--- src/sv/dwc_pkg.sv ---
// shared types and constants of the 3x3 depthwise convolution
package dwc_pkg;

   localparam int PIXEL_BITS  = 16;
   localparam int WEIGHT_BITS = 16;
   localparam int PROD_BITS   = PIXEL_BITS + WEIGHT_BITS;
   localparam int PART_BITS   = PROD_BITS + 2;
   localparam int VALUE_BITS  = PIXEL_BITS + 19;
   localparam int LINE_DEPTH  = 512;
   localparam int COL_BITS    = $clog2(LINE_DEPTH);
   localparam int MAX_ROWS    = 4096;
   localparam int ROW_BITS    = $clog2(MAX_ROWS);
   localparam int WIDTH_BITS  = 10;
   localparam int HEIGHT_BITS = 13;
   localparam int KTAPS       = 3;
   localparam int KROW_BITS   = KTAPS * WEIGHT_BITS;
   localparam int NPROD       = KTAPS * KTAPS;
   localparam int CSR_INDEX_BITS = 3;
   localparam int MIN_SIDE    = 3;
   localparam int FIRST_OUT   = 2;

   typedef enum logic [CSR_INDEX_BITS-1:0] {
      CSR_PADDED_WIDTH  = 3'd0,
      CSR_PADDED_HEIGHT = 3'd1,
      CSR_KERNEL_TOP    = 3'd2,
      CSR_KERNEL_MIDDLE = 3'd3,
      CSR_KERNEL_BOTTOM = 3'd4
   } csr_index_type;

   typedef struct packed {
      logic signed [PIXEL_BITS-1:0] pixel;
      logic                         frame_start;
   } req_type;

   typedef struct packed {
      logic signed [VALUE_BITS-1:0] value;
      logic                         row_last;
      logic                         frame_last;
   } rsp_type;

   // row 0 is the top kernel row
   typedef logic [KTAPS-1:0][KROW_BITS-1:0] kernel_type;

   typedef struct packed {
      logic                emit;
      logic                row_last;
      logic                frame_last;
      logic [COL_BITS-1:0] col;
   } tag_type;

   typedef struct packed {
      logic [NPROD-1:0][PROD_BITS-1:0] prod;
      logic                            row_last;
      logic                            frame_last;
   } prd_type;

endpackage

--- src/sv/dwc_seq.sv ---
// configuration registers and raster position counters
module dwc_seq (
   input  logic                                  clock,
   input  logic                                  reset,
   input  logic                                  csr_valid,
   output logic                                  csr_ready,
   input  logic [dwc_pkg::CSR_INDEX_BITS-1:0]    csr_index,
   input  logic [dwc_pkg::KROW_BITS-1:0]         csr_wdata,
   input  logic                                  req_fire,
   input  logic                                  frame_start,
   output dwc_pkg::tag_type                      tag,
   output dwc_pkg::kernel_type                   kernel
);
   import dwc_pkg::*;

   logic [WIDTH_BITS-1:0]  pw_ff;
   logic [HEIGHT_BITS-1:0] ph_ff;
   kernel_type             kern_ff;
   logic [COL_BITS-1:0]    col_ff, col_in, col;
   logic [ROW_BITS-1:0]    row_ff, row_in, row;
   logic [COL_BITS-1:0]    w_last;
   logic [ROW_BITS-1:0]    h_last;

   assign csr_ready = 1'b1;
   assign kernel    = kern_ff;

   always_ff @(posedge clock) begin
      if (reset) begin
         pw_ff   <= WIDTH_BITS'(MIN_SIDE);
         ph_ff   <= HEIGHT_BITS'(MIN_SIDE);
         kern_ff <= '0;
      end else if (csr_valid) begin
         case (csr_index_type'(csr_index))
            CSR_PADDED_WIDTH:  pw_ff      <= csr_wdata[WIDTH_BITS-1:0];
            CSR_PADDED_HEIGHT: ph_ff      <= csr_wdata[HEIGHT_BITS-1:0];
            CSR_KERNEL_TOP:    kern_ff[0] <= csr_wdata;
            CSR_KERNEL_MIDDLE: kern_ff[1] <= csr_wdata;
            CSR_KERNEL_BOTTOM: kern_ff[2] <= csr_wdata;
            default: ;
         endcase
      end
   end

   // clamped geometry, kept as last column and last row
   always_comb begin
      if (pw_ff < WIDTH_BITS'(MIN_SIDE)) begin
         w_last = COL_BITS'(MIN_SIDE - 1);
      end else if (pw_ff > WIDTH_BITS'(LINE_DEPTH)) begin
         w_last = COL_BITS'(LINE_DEPTH - 1);
      end else begin
         w_last = COL_BITS'(pw_ff - WIDTH_BITS'(1));
      end
      if (ph_ff < HEIGHT_BITS'(MIN_SIDE)) begin
         h_last = ROW_BITS'(MIN_SIDE - 1);
      end else if (ph_ff > HEIGHT_BITS'(MAX_ROWS)) begin
         h_last = ROW_BITS'(MAX_ROWS - 1);
      end else begin
         h_last = ROW_BITS'(ph_ff - HEIGHT_BITS'(1));
      end
   end

   always_comb begin
      col = frame_start ? '0 : col_ff;
      row = frame_start ? '0 : row_ff;
      tag.col        = col;
      tag.emit       = (row >= ROW_BITS'(FIRST_OUT)) && (col >= COL_BITS'(FIRST_OUT));
      tag.row_last   = col >= w_last;
      tag.frame_last = tag.row_last && (row >= h_last);
      col_in = col_ff;
      row_in = row_ff;
      if (req_fire) begin
         if (tag.row_last) begin
            col_in = '0;
            row_in = tag.frame_last ? '0 : row + ROW_BITS'(1);
         end else begin
            col_in = col + COL_BITS'(1);
            row_in = row;
         end
      end
   end

   always_ff @(posedge clock) begin
      if (reset) begin
         col_ff <= '0;
         row_ff <= '0;
      end else begin
         col_ff <= col_in;
         row_ff <= row_in;
      end
   end

endmodule

--- config.mk ---
export PLATFORM = sky130hd
export DESIGN_NAME = dwc_seq
export DESIGN_NICKNAME = d
export VERILOG_FILES = /design/src/sv/dwc_pkg.sv /design/src/sv/dwc_seq.sv
export SDC_FILE = /design/constraint.sdc
export NUM_CORES = 1
export LEC_CHECK = 0
export BUFFER_PORTS_ARGS = -buffer_cell sky130_fd_sc_hd__buf_2
export CAP_MARGIN = 40
export CORE_UTILIZATION = 55
export CTS_BUF_LIST = sky130_fd_sc_hd__clkbuf_2
export CTS_CLUSTER_DIAMETER = 40
export DETAILED_ROUTE_END_ITERATION = 12
export HOLD_SLACK_MARGIN = 0.15
export PLACE_DENSITY = 0.83
export SYNTH_ARGS = -nofsm -noshare
export SYNTH_HDL_FRONTEND = slang
export SYNTH_SLANG_ARGS = --single-unit
--- constraint.sdc ---
create_clock -name clock -period 4.6 [get_ports clock]
set_clock_uncertainty 0.2 [all_clocks]
set_input_delay 0.46 -clock clock [delete_from_list [all_inputs] [get_ports clock]]
set_output_delay 0.46 -clock clock [all_outputs]
set_load 0.01 [all_outputs]
==> results.md <==
- I/O Pins: 213
- Max_cap viols: 0
- Syn Area/Cell: 7.73 um2
- Placed cell area: between 9000 and 10000 um2
- Power per cell area: 280 nW/um2
- Final core utilization: 71.3%
- Synth top area cells: dfxtp_1 (46%), nand2_1 (17%), a21oi_1 (11%)
- Syn_nets: 1143
- Vias: 8473
- Critical path arrival: 3790 ps
- Most frequent cells in the layout: nand2_1 (373), buf_2 (210), dfxtp_1 (187), a21oi_1 (182), dlygate4sd3_1 (64)
- Worst Max-Slew Pin Slew: ~800 ps
- Post-synthesis sequential area ratio: 46.0%
- Final Instance Area: between 10000 and 15000 um2
- Drt total wl: ~24 mm
- Largest net degree at the start of global routing: 179
- Final antenna-violating net count: 0
- Die Ht: 124 um
- Synth cell types: 64
- Site Rows: 44
- Fin Setup TNS: 0 ps
- Core Region: 14500 um2
- TritonCTS Buffers: 17
- CP Capture Type: output pin
- Final hold slack: 249 ps
- Hold crit path type: in2reg
- CTS tree: yes
- Final Hold Vio Count: 0
- Yosys warning count: 0
- WS Path Type: reg2out
- Clock Tree Buf Depth: 2
- DIE WIDTH: 124 um
- Area leader, netlist: dfxtp_1
- F_max: about 220 MHz
- Max-slew violations: 0
- Total Die Area: roughly 15000 um2
- Area grow syn2layout: 26.6%
- Crit path launch type: register
- Status: finished with violations
- Most common cell after layout, fill and taps aside: nand2_1
- Clock slew at reported path FFs: 310 ps
- Ys async rst share: 0%
- Final critical-path required period: 4450 ps
- Relative slew slack: a little under half
- Req. time, crit path: 3940 ps
- First-pass GRT wire length: 37.8 mm
- Nets: 1386
- Port-buffer cells: 211
- Drt wl/cell: 16.3 um
- Cell leakage power: ~0.0045 uW
- Setup violations, final: 0
- Proportion of layout cells with a drive suffix above 1: 21.6%
- Overflow after GRT: 0
- Clock root buffer: clkbuf_2
- Unrepaired setup endpoints after global routing: yes
- Initial antenna violation count: 1
- Number of global-route vias before repair: 7722
- Gpl congestion: 0.892
- DRT iter0 DRCs: 708
- EDFF count, synth: 0
- DR vias/cell: 5.65
- DP HPWL: 15.6 mm
- Clk sinks: approximately 190
- DRC violation count after routing: 1
- Clk Latency, worst-skew pair: a little under 800 ps
- Largest fanout on the critical path: 12
- VDD IR max: 0.277 mV
- Gate count after technology mapping: 1059
- Main synth FF type: dfxtp_1
- Post-Synthesis Cell Area: 8190 um2
- H-tree depth: 4
- Starting Density: 56.4%
- Seq cells post-synth: 188
- Top cell type's share of synthesized area: 46.0%
- DR pass1 iterations: 9
- Total Routing Usage GR: 31.4%
- Failing checks: design-rule violations
- Tcrit/Tclk final: a little over nine tenths
-- cell type report --
class,count,area [um2]
antenna,1,2.50
clock buffer,17,85.1
multi-input combinational,791,4160
clock inverter,15,155
timing repair buffer,289,1910
tap,184,230
sequential,188,3760
fill,1120,4170
inverter,15,58.8
-- registers in the layout, indices dropped and copies added, names as in the netlist --
signal,cells
col_ff,9
kernel,144
ph_ff,13
pw_ff,10
row_ff,12
-- metrics by stage --
step | std cells | total power (uW) | worst slack [ps]
5_1_grt | 1500 | 3010 | -25.1
6_report | 1500 | 2900 | 151
4_1_cts | 1493 | 2880 | 8.69
2_1_floorplan | 1059 | 1890 | 1230
3_5_place_dp | 1397 | 2010 | 759
3_3_place_gp | 1391 | 2000 | 853
-- layer usage --
| layer | up-vias | wire length, um | GRT usage [%] |
|---|---|---|---|
| met2 | 427 | 11800 | 51.2 |
| met4 | 0 | 884 | 14.1 |
| met1 | 3905 | 9710 | 38.3 |
| met3 | 92 | 2120 | 8.97 |
| met5 | - | 0 | 0 |
| li1 | 4049 | - | - |
-- cells in the mapped netlist (8+ instances only) --
cell type / instances
xnor2_1: 9
nor3_1: 8
and3_1: 8
xor2_1: 10
nor4_1: 8
dfxtp_1: 188
o21ai_0: 25
nand2_1: 373
buf_2: 11
a21oi_1: 182
clkbuf_1: 49
nor2b_1: 17
inv_1: 14
ha_1: 28
nor2_1: 24
nand3_1: 17
-- worst max-delay path, cell delays in order (launching register included) --
cell,delay [ps]
dfxtp_2,430
or4_4,580
nor3_4,240
o2111ai_4,240
a21boi_0,220
ha_1,300
nand2b_4,150
a2111oi_4,330
o31ai_1,140
a21oi_4,210
nor2_1,60
buf_2,130
-- cells by family after synthesis --
| family | count (synthesis) | share of synthesized area (%) |
|---|---|---|
| flip-flops | 188 | 46.0 |
| XOR/XNOR | 19 | 2.03 |
| multiplexers | 3 | 0.382 |
| other | 1 | 0.0458 |
| adder cells (fa/ha/maj) | 28 | 4.28 |
| AND/OR/NAND/NOR | 490 | 26.0 |
| AO/OA/AOI/OAI | 250 | 17.4 |
| buffers and inverters | 80 | 3.93 |
-- power by group --
group | internal (uW) | leakage (uW) | switching (uW)
clock network | 221 | 0.000150 | 627
registers | 1670 | 0.00152 | 23.8
logic | 147 | 0.00278 | 208
total | 2040 | 0.00445 | 859
-- path summary, 6_finish.rpt --
check	startpoint	to	slack [ps]	depth (start not counted)
min	csr_wdata[33]	kernel[129]$_SDFFE_PP0P_	250	4
max reg2reg	ph_ff[6]$_SDFFE_PP0P_	row_ff[5]$_SDFFE_PP0P_	940	12
min reg2reg	kernel[99]$_SDFFE_PP0P_	kernel[99]$_SDFFE_PP0P_	270	2
max	ph_ff[6]$_SDFFE_PP0P_	tag[9]	150	11
-- timing repair --
item	4_1_cts	5_1_grt
endpoints found under the setup margin	1	2
setup buffers	0	6
gates resized for setup	4	1
hold endpoints to repair	188	0
pin swaps	0	2
hold buffers	64	0
(Power assumes the default switching activity.)
