## src/sv/dwc_pkg.sv

```systemverilog
// shared types and constants of the 3x3 depthwise convolution
package dwc_pkg;

   localparam int PIXEL_BITS  = 16;
   localparam int WEIGHT_BITS = 16;
   localparam int PROD_BITS   = PIXEL_BITS + WEIGHT_BITS;
   localparam int PART_BITS   = PROD_BITS + 2;
   localparam int VALUE_BITS  = PIXEL_BITS + 19;
   localparam int LINE_DEPTH  = 512;
   localparam int COL_BITS    = $clog2(LINE_DEPTH);
   localparam int MAX_ROWS    = 4096;
   localparam int ROW_BITS    = $clog2(MAX_ROWS);
   localparam int WIDTH_BITS  = 10;
   localparam int HEIGHT_BITS = 13;
   localparam int KTAPS       = 3;
   localparam int KROW_BITS   = KTAPS * WEIGHT_BITS;
   localparam int NPROD       = KTAPS * KTAPS;
   localparam int CSR_INDEX_BITS = 3;
   localparam int MIN_SIDE    = 3;
   localparam int FIRST_OUT   = 2;

   typedef enum logic [CSR_INDEX_BITS-1:0] {
      CSR_PADDED_WIDTH  = 3'd0,
      CSR_PADDED_HEIGHT = 3'd1,
      CSR_KERNEL_TOP    = 3'd2,
      CSR_KERNEL_MIDDLE = 3'd3,
      CSR_KERNEL_BOTTOM = 3'd4
   } csr_index_type;

   typedef struct packed {
      logic signed [PIXEL_BITS-1:0] pixel;
      logic                         frame_start;
   } req_type;

   typedef struct packed {
      logic signed [VALUE_BITS-1:0] value;
      logic                         row_last;
      logic                         frame_last;
   } rsp_type;

   // row 0 is the top kernel row
   typedef logic [KTAPS-1:0][KROW_BITS-1:0] kernel_type;

   typedef struct packed {
      logic                emit;
      logic                row_last;
      logic                frame_last;
      logic [COL_BITS-1:0] col;
   } tag_type;

   typedef struct packed {
      logic [NPROD-1:0][PROD_BITS-1:0] prod;
      logic                            row_last;
      logic                            frame_last;
   } prd_type;

endpackage

```

## src/sv/dwc_sum.sv

```systemverilog
// two-level adder tree and the result register
module dwc_sum (
   input  logic              clock,
   input  logic              reset,
   input  logic              prd_valid,
   output logic              prd_ready,
   input  dwc_pkg::prd_type  prd,
   output logic              rsp_valid,
   input  logic              rsp_ready,
   output dwc_pkg::rsp_type  rsp_data
);
   import dwc_pkg::*;

   logic [KTAPS-1:0][PART_BITS-1:0] part, part_ff;
   logic                            s3_valid_ff, s3_valid_in;
   logic                            s3_row_last_ff, s3_frame_last_ff;
   logic                            s3_ready, out_ready;
   logic                            out_valid_ff, out_valid_in;
   rsp_type                         out_ff;
   logic signed [VALUE_BITS-1:0]    total;

   assign out_ready = !out_valid_ff || rsp_ready;
   assign s3_ready  = !s3_valid_ff || out_ready;
   assign prd_ready = s3_ready;

   // one partial sum per kernel row
   always_comb begin
      for (int k = 0; k < KTAPS; k++) begin
         part[k] = PART_BITS'($signed(prd.prod[k*KTAPS]))
                 + PART_BITS'($signed(prd.prod[k*KTAPS + 1]))
                 + PART_BITS'($signed(prd.prod[k*KTAPS + 2]));
      end
   end

   assign total = VALUE_BITS'($signed(part_ff[0])) + VALUE_BITS'($signed(part_ff[1]))
                + VALUE_BITS'($signed(part_ff[2]));

   assign s3_valid_in  = s3_ready ? prd_valid : s3_valid_ff;
   assign out_valid_in = out_ready ? s3_valid_ff : out_valid_ff;

   always_ff @(posedge clock) begin
      if (reset) begin
         s3_valid_ff  <= 1'b0;
         out_valid_ff <= 1'b0;
      end else begin
         s3_valid_ff  <= s3_valid_in;
         out_valid_ff <= out_valid_in;
      end
   end

   always_ff @(posedge clock) begin
      if (s3_ready) begin
         part_ff          <= part;
         s3_row_last_ff   <= prd.row_last;
         s3_frame_last_ff <= prd.frame_last;
      end
      if (out_ready) begin
         out_ff.value      <= total;
         out_ff.row_last   <= s3_row_last_ff;
         out_ff.frame_last <= s3_frame_last_ff;
      end
   end

   assign rsp_valid = out_valid_ff;
   assign rsp_data  = out_ff;

endmodule

```

## config.mk

```make
export PLATFORM = sky130hd
export DESIGN_NAME = dwc_sum
export DESIGN_NICKNAME = d
export VERILOG_FILES = /design/src/sv/dwc_pkg.sv /design/src/sv/dwc_sum.sv
export SDC_FILE = /design/constraint.sdc
export NUM_CORES = 1
export LEC_CHECK = 0
export ABC_AREA = 0
export BUFFER_PORTS_ARGS = -buffer_cell sky130_fd_sc_hd__buf_2
export CAP_MARGIN = 15
export CORE_UTILIZATION = 50
export DETAILED_ROUTE_END_ITERATION = 8
export PLACE_DENSITY = 0.83
export SLEW_MARGIN = 30
export SYNTH_ARGS = -nofsm -noshare
export SYNTH_HDL_FRONTEND = slang
export SYNTH_SLANG_ARGS = --single-unit
export TNS_END_PERCENT = 1
```

## constraint.sdc

```tcl
create_clock -name clock -period 3.59 [get_ports clock]
set_input_delay 0.718 -clock clock [delete_from_list [all_inputs] [get_ports clock]]
set_output_delay 0.718 -clock clock [all_outputs]
set_load 0.01 [all_outputs]
```

==> results of run 1 <==
==> routing by layer <==
metal	track usage	wire length [um]	up-vias
li1	-	-	5197
met1	0.360	15400	5215
met2	0.439	16900	405
met3	0.0265	1690	58
met4	0.0751	748	0
met5	0	0	-
==> critical path, delay by kind of cell, from the launching register on <==
kind | cells | cell delay (ns)
adders and majority gates | 2 | 0.81
xor gates and xnor gates | 1 | 0.06
DFF | 1 | 0.47
AOI/OAI and AO/OA | 6 | 1.54
and+or+nand+nor | 2 | 0.40
==> power groups by stage <==
stage               sequential, uW  combinational [uW]  clock [uW]
floorplan                     3770                7940           0
global placement              3860               10300           0
detailed placement            3880               10600           0
CTS                           3860               10900        1990
global route                  3930               12500        2050
finish                        3860               11400        1970
==> final cells by class <==
| type | instances | area (um2) | share of cell area |
|---|---|---|---|
| Inverter | 53 | 199 | 0.0119 |
| Clock inverter | 10 | 185 | 0.0111 |
| Clock buffer | 22 | 474 | 0.0283 |
| Tap cell | 335 | 419 | 0.0250 |
| Timing Repair Buffer | 422 | 2350 | 0.140 |
| Multi-Input combinational cell | 967 | 8850 | 0.528 |
| Sequential cell | 143 | 4270 | 0.255 |
==> flip-flops by register name, indices dropped and copies added (netlist names) <==
signal            flops
s3_valid_ff           1
s3_row_last_ff        1
s3_frame_last_ff      1
rsp_valid             1
part_ff             102
rsp_data             37
==> cell usage in the layout, fill, tap and decap left out, types with 9 or more instances in the layout <==
cell type  count
buf_2        332
clkbuf_16     17
o21ai_0       19
nand3_1       21
inv_1         53
a21o_1        68
nor2_1        52
xor2_1        41
nor3_1         9
nand4_1       19
a211oi_1      10
o21bai_1      19
xnor2_1       70
nor2b_1       13
o21ai_1       40
a21oi_1      115
o21a_1        13
buf_4         89
fa_1         131
nand2b_1      12
a31oi_1       12
edfxtp_1     141
ha_1         126
nand2_1       66
and3_1        13
==> cells by family (layout without fill, tap and decap cells) <==
family | count (synthesis) | in the layout
adders and majority gates | 263 | 263
DFF | 143 | 143
AOI/OAI and AO/OA | 360 | 360
and+or+nand+nor | 233 | 233
buffers and inverters | 67 | 507
xor gates and xnor gates | 111 | 111
==> metrics by stage <==
step	setup WS (ns)	cells	power, uW	instance area [um2]
floorplan	-0.0568	1177	11700	13300
global placement	-0.263	1918	14200	16000
detailed placement	-0.329	1918	14500	16000
CTS	0.00767	1951	16700	16600
global route	-0.0462	1952	18500	16800
finish	0.0458	1952	17200	16800
==> path summary, 6_finish.rpt <==
check | endpoint | startpoint | slack [ns]
min | rsp_data[0] | s3_frame_last_ff | 0.42
max reg2reg | rsp_data[34] | part_ff[9] | 0.05
min reg2reg | rsp_data[0] | s3_frame_last_ff | 0.42
max | rsp_data[34] | part_ff[9] | 0.05
==> what timing repair did <==
item | in CTS | in global routing
gates resized for setup | 1 | 19
setup buffers | 1 | 1
pin swaps | 1 | 11
setup endpoints to repair | 2 | 23
==> summary.md, run 1 <==
| Metric | Value |
|---|---|
| Logic pwr share | `0.662` |
| Least-Margin Pin Slew | `0.555 ns` |
| Xor/xnor cell area share of the yosys netlist | `0.0731` |
| Worst-Skew Late Latency | `0.42 ns` |
| Clock sink count | `143` |
| Max Slew Vio Count | `0` |
| Reg power frac | `0.224` |
| Post-layout util | `0.643` |
| Vias after detailed routing | `10900` |
| Synth Area in Simple Gates | `0.0870` |
| Cells along the critical path | `fa_1, ha_4, a21o_1, a221o_1, a22o_1, or2_1, o41a_1, nor4b_4, a21boi_2, o31a_1, xnor2_1` |
| WHS Path Cells | `0` |
| Wire per inst | `17.8 um` |
| Vias in the first global route | `10800` |
| Compound-gate portion of the synthesized area | `0.174` |
| Post-synthesis async set-or-reset flop share | `0` |
| Final net count | `2161` |
| Initial antenna violation count | `0` |
| Post-synth cell types | `69` |
| Final critical-path share of the clock period | `0.987` |
| Yosys warns | `0` |
| Most frequent cells after synthesis | `edfxtp_1, fa_1, ha_1` |
| Delay of the slowest critical-path stage | `0.59 ns` |
| Worst Clk Skew | `0.0109 ns` |
| Mux contribution to synthesized area | `0` |
| Grt ovf | `0` |
| Share of cells above drive strength 1 | `0.299` |
| N_diodes | `0` |
| I/O pin count | `333` |
| Post-synthesis adder-cell area fraction | `0.323` |
| Max-cap violations | `0` |
| # fillers | `2067` |
| Top cells by area, synth | `edfxtp_1, fa_1, ha_1` |
| Final Hold Fails | `0` |
| Most common flop cell mapped by yosys | `edfxtp_1` |
| Avg Cell Area, Syn | `11.3 um2` |
| Sequential-to-total area share from yosys stat | `0.321` |
| Internal power | `9850 uW` |
| Max Freq | `282 MHz` |
| # setup viols final | `0` |
| Relative slew slack | `0.630` |
| Type of origin of the critical path | `flop` |
| Total Die Area | `27300 um2` |
| CTS HTree Levels | `4` |
| Post-synth EDFFs | `141` |
| Max Buffers Root-to-Sink | `2` |
| FF+latch count, synth | `143` |
| Drt first pass iters | `6` |
| Worst Path Max Fanout | `4` |
| Post-CTS Hold Fix Bufs | `0` |
| Die H | `165 um` |
| Root Buffer Master | `clkbuf_16` |
| Largest net degree at the start of global routing | `102` |
| Leading area contributor after synthesis | `edfxtp_1` |
| Req. time, crit path | `3.76 ns` |
| CTS Buf Count | `17` |
| Worst vdd ir | `623 uV` |
| Clock Power Share | `0.114` |
| Pwr/cell area | `1030 nW/um2` |
| Drt via density | `5.57` |
| Total Wirelength | `34.7 mm` |
| NetSw | `7390 uW` |
| Mapped cell area | `13300 um2` |
| Syn Nets | `1734` |
| Final HPWL DP | `28.8 mm` |
| Slowest CP cell | `fa_1` |
| Final hold slack | `0.418 ns` |
| Lkg Pwr | `0.00773 uW` |
| Hold Path Class | `reg2reg` |
| Area Growth Syn to Fin | `25.9%` |
| Row cnt | `59` |
| Crit path arrival time | `3.72 ns` |
| Gate Count Post-Synth | `1177` |
| Outcome | `complete, no violations` |
| Gr usage total | `0.262` |
| Crit. End Element | `flop` |
| DRC errors left | `0` |
| Largest family of logic cells by synthesized area | `adder cells` |
| CTS tree | `done` |
| Initial DRC count | `678` |
| R2R depth | `11` |
| Placeable Area | `26100 um2` |
| Initial core utilization | `0.510` |
| Antenna Violating Nets Remaining | `0` |
| Chip width | `165 um` |
| Final GP Congestion | `0.924` |
| Crit Path Class | `reg2reg` |
| Sw Share | `0.429` |
| Most common cell in the synthesized netlist | `edfxtp_1` |
| First-pass GRT wire length | `54.4 mm` |
| Reg clk slew, reported paths | `0.06 ns` |
| # port buffers | `332` |
| TNS Setup | `0 ns` |
| Final period demand of the worst path | `3.54 ns` |
| Yosys top cell area share | `0.318` |
Note: power is estimated with default switching activity, not from simulation.
==> inputs of run 2 (changes only) <==
CORE_ASPECT_RATIO = 0.7   (was not set)
CORE_MARGIN = 2   (was not set)
==> run 2 against run 1 <==
Effect of this change: register-to-register slack improved by 0.05 ns; wire length grew 4.0%; first-iteration DRC count up 34%; core utilization shrank 0.19 points; global-route usage shrank 0.17 points; via count rose by 2.3%; flip-flop and latch count stayed put; critical endpoint is now rsp_data[26]; largest cell class unchanged.
==> summary.md, run 2 (same netlist as run 1, synthesis figures left out) <==
| Metric | Value |
|---|---|
| Lkg Pwr | `0.00765 uW (-0.94%)` |
| R2R depth | `11 (unchanged)` |
| Critical R2R Launch | `part_ff[8]` |
| # setup viols final | `0 (unchanged)` |
| CTS Buf Count | `17 (unchanged)` |
| Final GP Congestion | `0.977 (+5.8%)` |
| Most frequent cells in the layout | `buf_2, edfxtp_1, fa_1` |
| Placed cells | `1930 (+0.63%)` |
| # port buffers | `332 (unchanged)` |
| Met3 usage | `0.0421 (+0.0157)` |
| Chip width | `199 um (+20%)` |
| Worst-Skew Late Latency | `0.43 ns (about the same)` |
| Worst Path Max Fanout | `4 (unchanged)` |
| Antenna Violating Nets Remaining | `0 (unchanged)` |
| Max Freq | `286 MHz (+1.5%)` |
| Final HPWL DP | `30.2 mm (+5.0%)` |
| Post-layout util | `0.641 (-0.00187)` |
| Largest net degree at the start of global routing | `105 (+2.9%)` |
| Hold_sp | `s3_row_last_ff` |
| Final critical-path share of the clock period | `0.973 (-0.0142)` |
| Final hold slack | `0.422 ns (+0.00370 ns)` |
| Share of cells above drive strength 1 | `0.293 (-0.00553)` |
| Max-cap violations | `0 (unchanged)` |
| Non-Filler Cell Area, Final | `16600 um2 (-0.77%)` |
| Hold Path Class | `reg2reg` |
| Least-Margin Pin Slew | `0.606 ns (+0.0509 ns)` |
| Worst vdd ir | `669 uV (+7.4%)` |
| Final Hold Fails | `0 (unchanged)` |
| Outcome | `complete, no violations` |
| # fillers | `2028 (-1.9%)` |
| Final period demand of the worst path | `3.49 ns (-0.0509 ns)` |
| Worst Clk Skew | `0.0106 ns (-0.000247 ns)` |
| I/O pin count | `333 (unchanged)` |
| Register area | `4270 um2 (unchanged)` |
| R2r endpoint | `rsp_data[26]` |
| Gr busiest metal | `met2` |
| Root Buffer Master | `clkbuf_16` |
| Vias after detailed routing | `11100 (+2.3%)` |
| Post-CTS Hold Fix Bufs | `0 (unchanged)` |
| DRC errors left | `0 (unchanged)` |
| RSZ-0062 raised after global routing | `yes` |
| Initial core utilization | `0.513 (+0.00246)` |
| Type of origin of the critical path | `flop` |
| Drt first pass iters | `7 (+1)` |
| Vias in the first global route | `11000 (+1.8%)` |
| Fin cells | `1967 (+0.77%)` |
| Grt ovf | `0 (unchanged)` |
| Wire per inst | `18.3 um (+3.2%)` |
| Max Buffers Root-to-Sink | `2 (unchanged)` |
| CTS HTree Levels | `4 (unchanged)` |
| Req. time, crit path | `3.75 ns (about the same)` |
| Drt via density | `5.65 (+1.5%)` |
| Area Growth Syn to Fin | `25.0%` |
| Crit Path Class | `reg2reg` |
| Cells along the critical path | `fa_1, ha_4, a21o_1, a221o_1, a22o_1, or2_1, o41a_1, nor4b_4, nor2_2, o21ai_1, xor2_1` |
| Initial DRC count | `906 (+34%)` |
| Relative slew slack | `0.596 (-0.0339)` |
| Multi-input gate area | `8830 um2 (-0.25%)` |
| Hold EP | `rsp_data[1]` |
| WHS Path Cells | `0 (unchanged)` |
| Gr usage total | `0.260 (-0.00172)` |
| Delay of the slowest critical-path stage | `0.53 ns (-0.06 ns)` |
| Total Die Area | `27900 um2 (+2.5%)` |
| Worst path buffer plus inverter count | `0 (unchanged)` |
| Row cnt | `49 (-17%)` |
| Met2 Use GR | `0.415 (-0.0244)` |
| CTS tree | `done` |
| Commonest non-fill, non-tap cell in the layout | `buf_2` |
| Die H | `140 um (-15%)` |
| Slowest CP cell | `fa_1` |
| Reg with most FFs | `part_ff` |
| Reg clk slew, reported paths | `0.07 ns (about the same)` |
| Total Wirelength | `36.1 mm (+4.0%)` |
| Met1 Use GR | `0.374 (+0.0140)` |
| Pwr/cell area | `1040 nW/um2 (+0.66%)` |
| Largest register FFs | `102 (unchanged)` |
| Initial antenna violation count | `1 (+1)` |
| Clock sink count | `143 (unchanged)` |
| Crit path arrival time | `3.66 ns (-0.06 ns)` |
| Crit path max-delay family | `compound AO/OA/AOI/OAI gates` |
| Crit. End Element | `flop` |
| Placed Area | `15900 um2 (-0.30%)` |
| Placeable Area | `25900 um2 (-0.48%)` |
| N_diodes | `0 (unchanged)` |
| Max Slew Vio Count | `0 (unchanged)` |
| First-pass GRT wire length | `56.2 mm (+3.2%)` |
| Worst reg2reg setup slack | `0.1 ns (+0.05 ns)` |
| Final net count | `2154 (-0.32%)` |
-- run 2: cell types whose count changed in the layout (fill, tap and decap cells not counted), sizes merged --
| cell | before | now |
|---|---|---|
| bufinv | 5 | 1 |
| clkbuf | 22 | 18 |
| inv | 53 | 61 |
| buf | 422 | 415 |
-- run 2: worst max path at each step --
stage          startpoint            to  slack, ns  cells after the start
2_1_floorplan     prd[99]   part_ff[65]      -0.06                     12
3_3_place_gp      prd[99]   part_ff[65]      -0.27                     13
3_5_place_dp      prd[99]   part_ff[65]      -0.38                     13
4_1_cts        part_ff[1]  rsp_data[33]       0.02                     13
5_1_grt        part_ff[9]  rsp_data[26]      -0.04                     11
6_report       part_ff[8]  rsp_data[26]        0.1                     11
-- run 2: what timing repair did --
action | 4_1_cts | 5_1_grt
setup buffers | 1 | 4
setup endpoints to repair | 3 | 19
pin swaps | 2 | 8
gates resized for setup | 1 | 13
-- run 2: layout make-up --
type                    count  area share
clock buffers              18      0.0258
clock inverters            14     0.00896
inverters                  53      0.0120
multi-input cells         967       0.531
flip-flops and latches    143       0.257
well taps                 357      0.0269
repair buffers            415       0.138
-- run 2: report_power, final --
group	switching [uW]	total [uW]	internal, uW
logic	6360	11600	5250
clock network	754	1740	982
registers	540	3880	3340
total	7650	17200	9570
-- run 2: stage by stage --
stage	power [uW]	TNS [ns]	worst slack (ns)
floorplan	11700	-0.0655	-0.0568
global placement	14300	-4.23	-0.272
detailed placement	14700	-6.48	-0.376
CTS	16600	0	0.0163
global route	18600	-0.185	-0.0408
finish	17200	0	0.0967
-- run 2: metal layers --
metal	up-vias	part of all wire
met3	45	0.080
met1	5350	0.45
met5	-	0
met4	0	0.016
li1	5182	-
met2	545	0.45
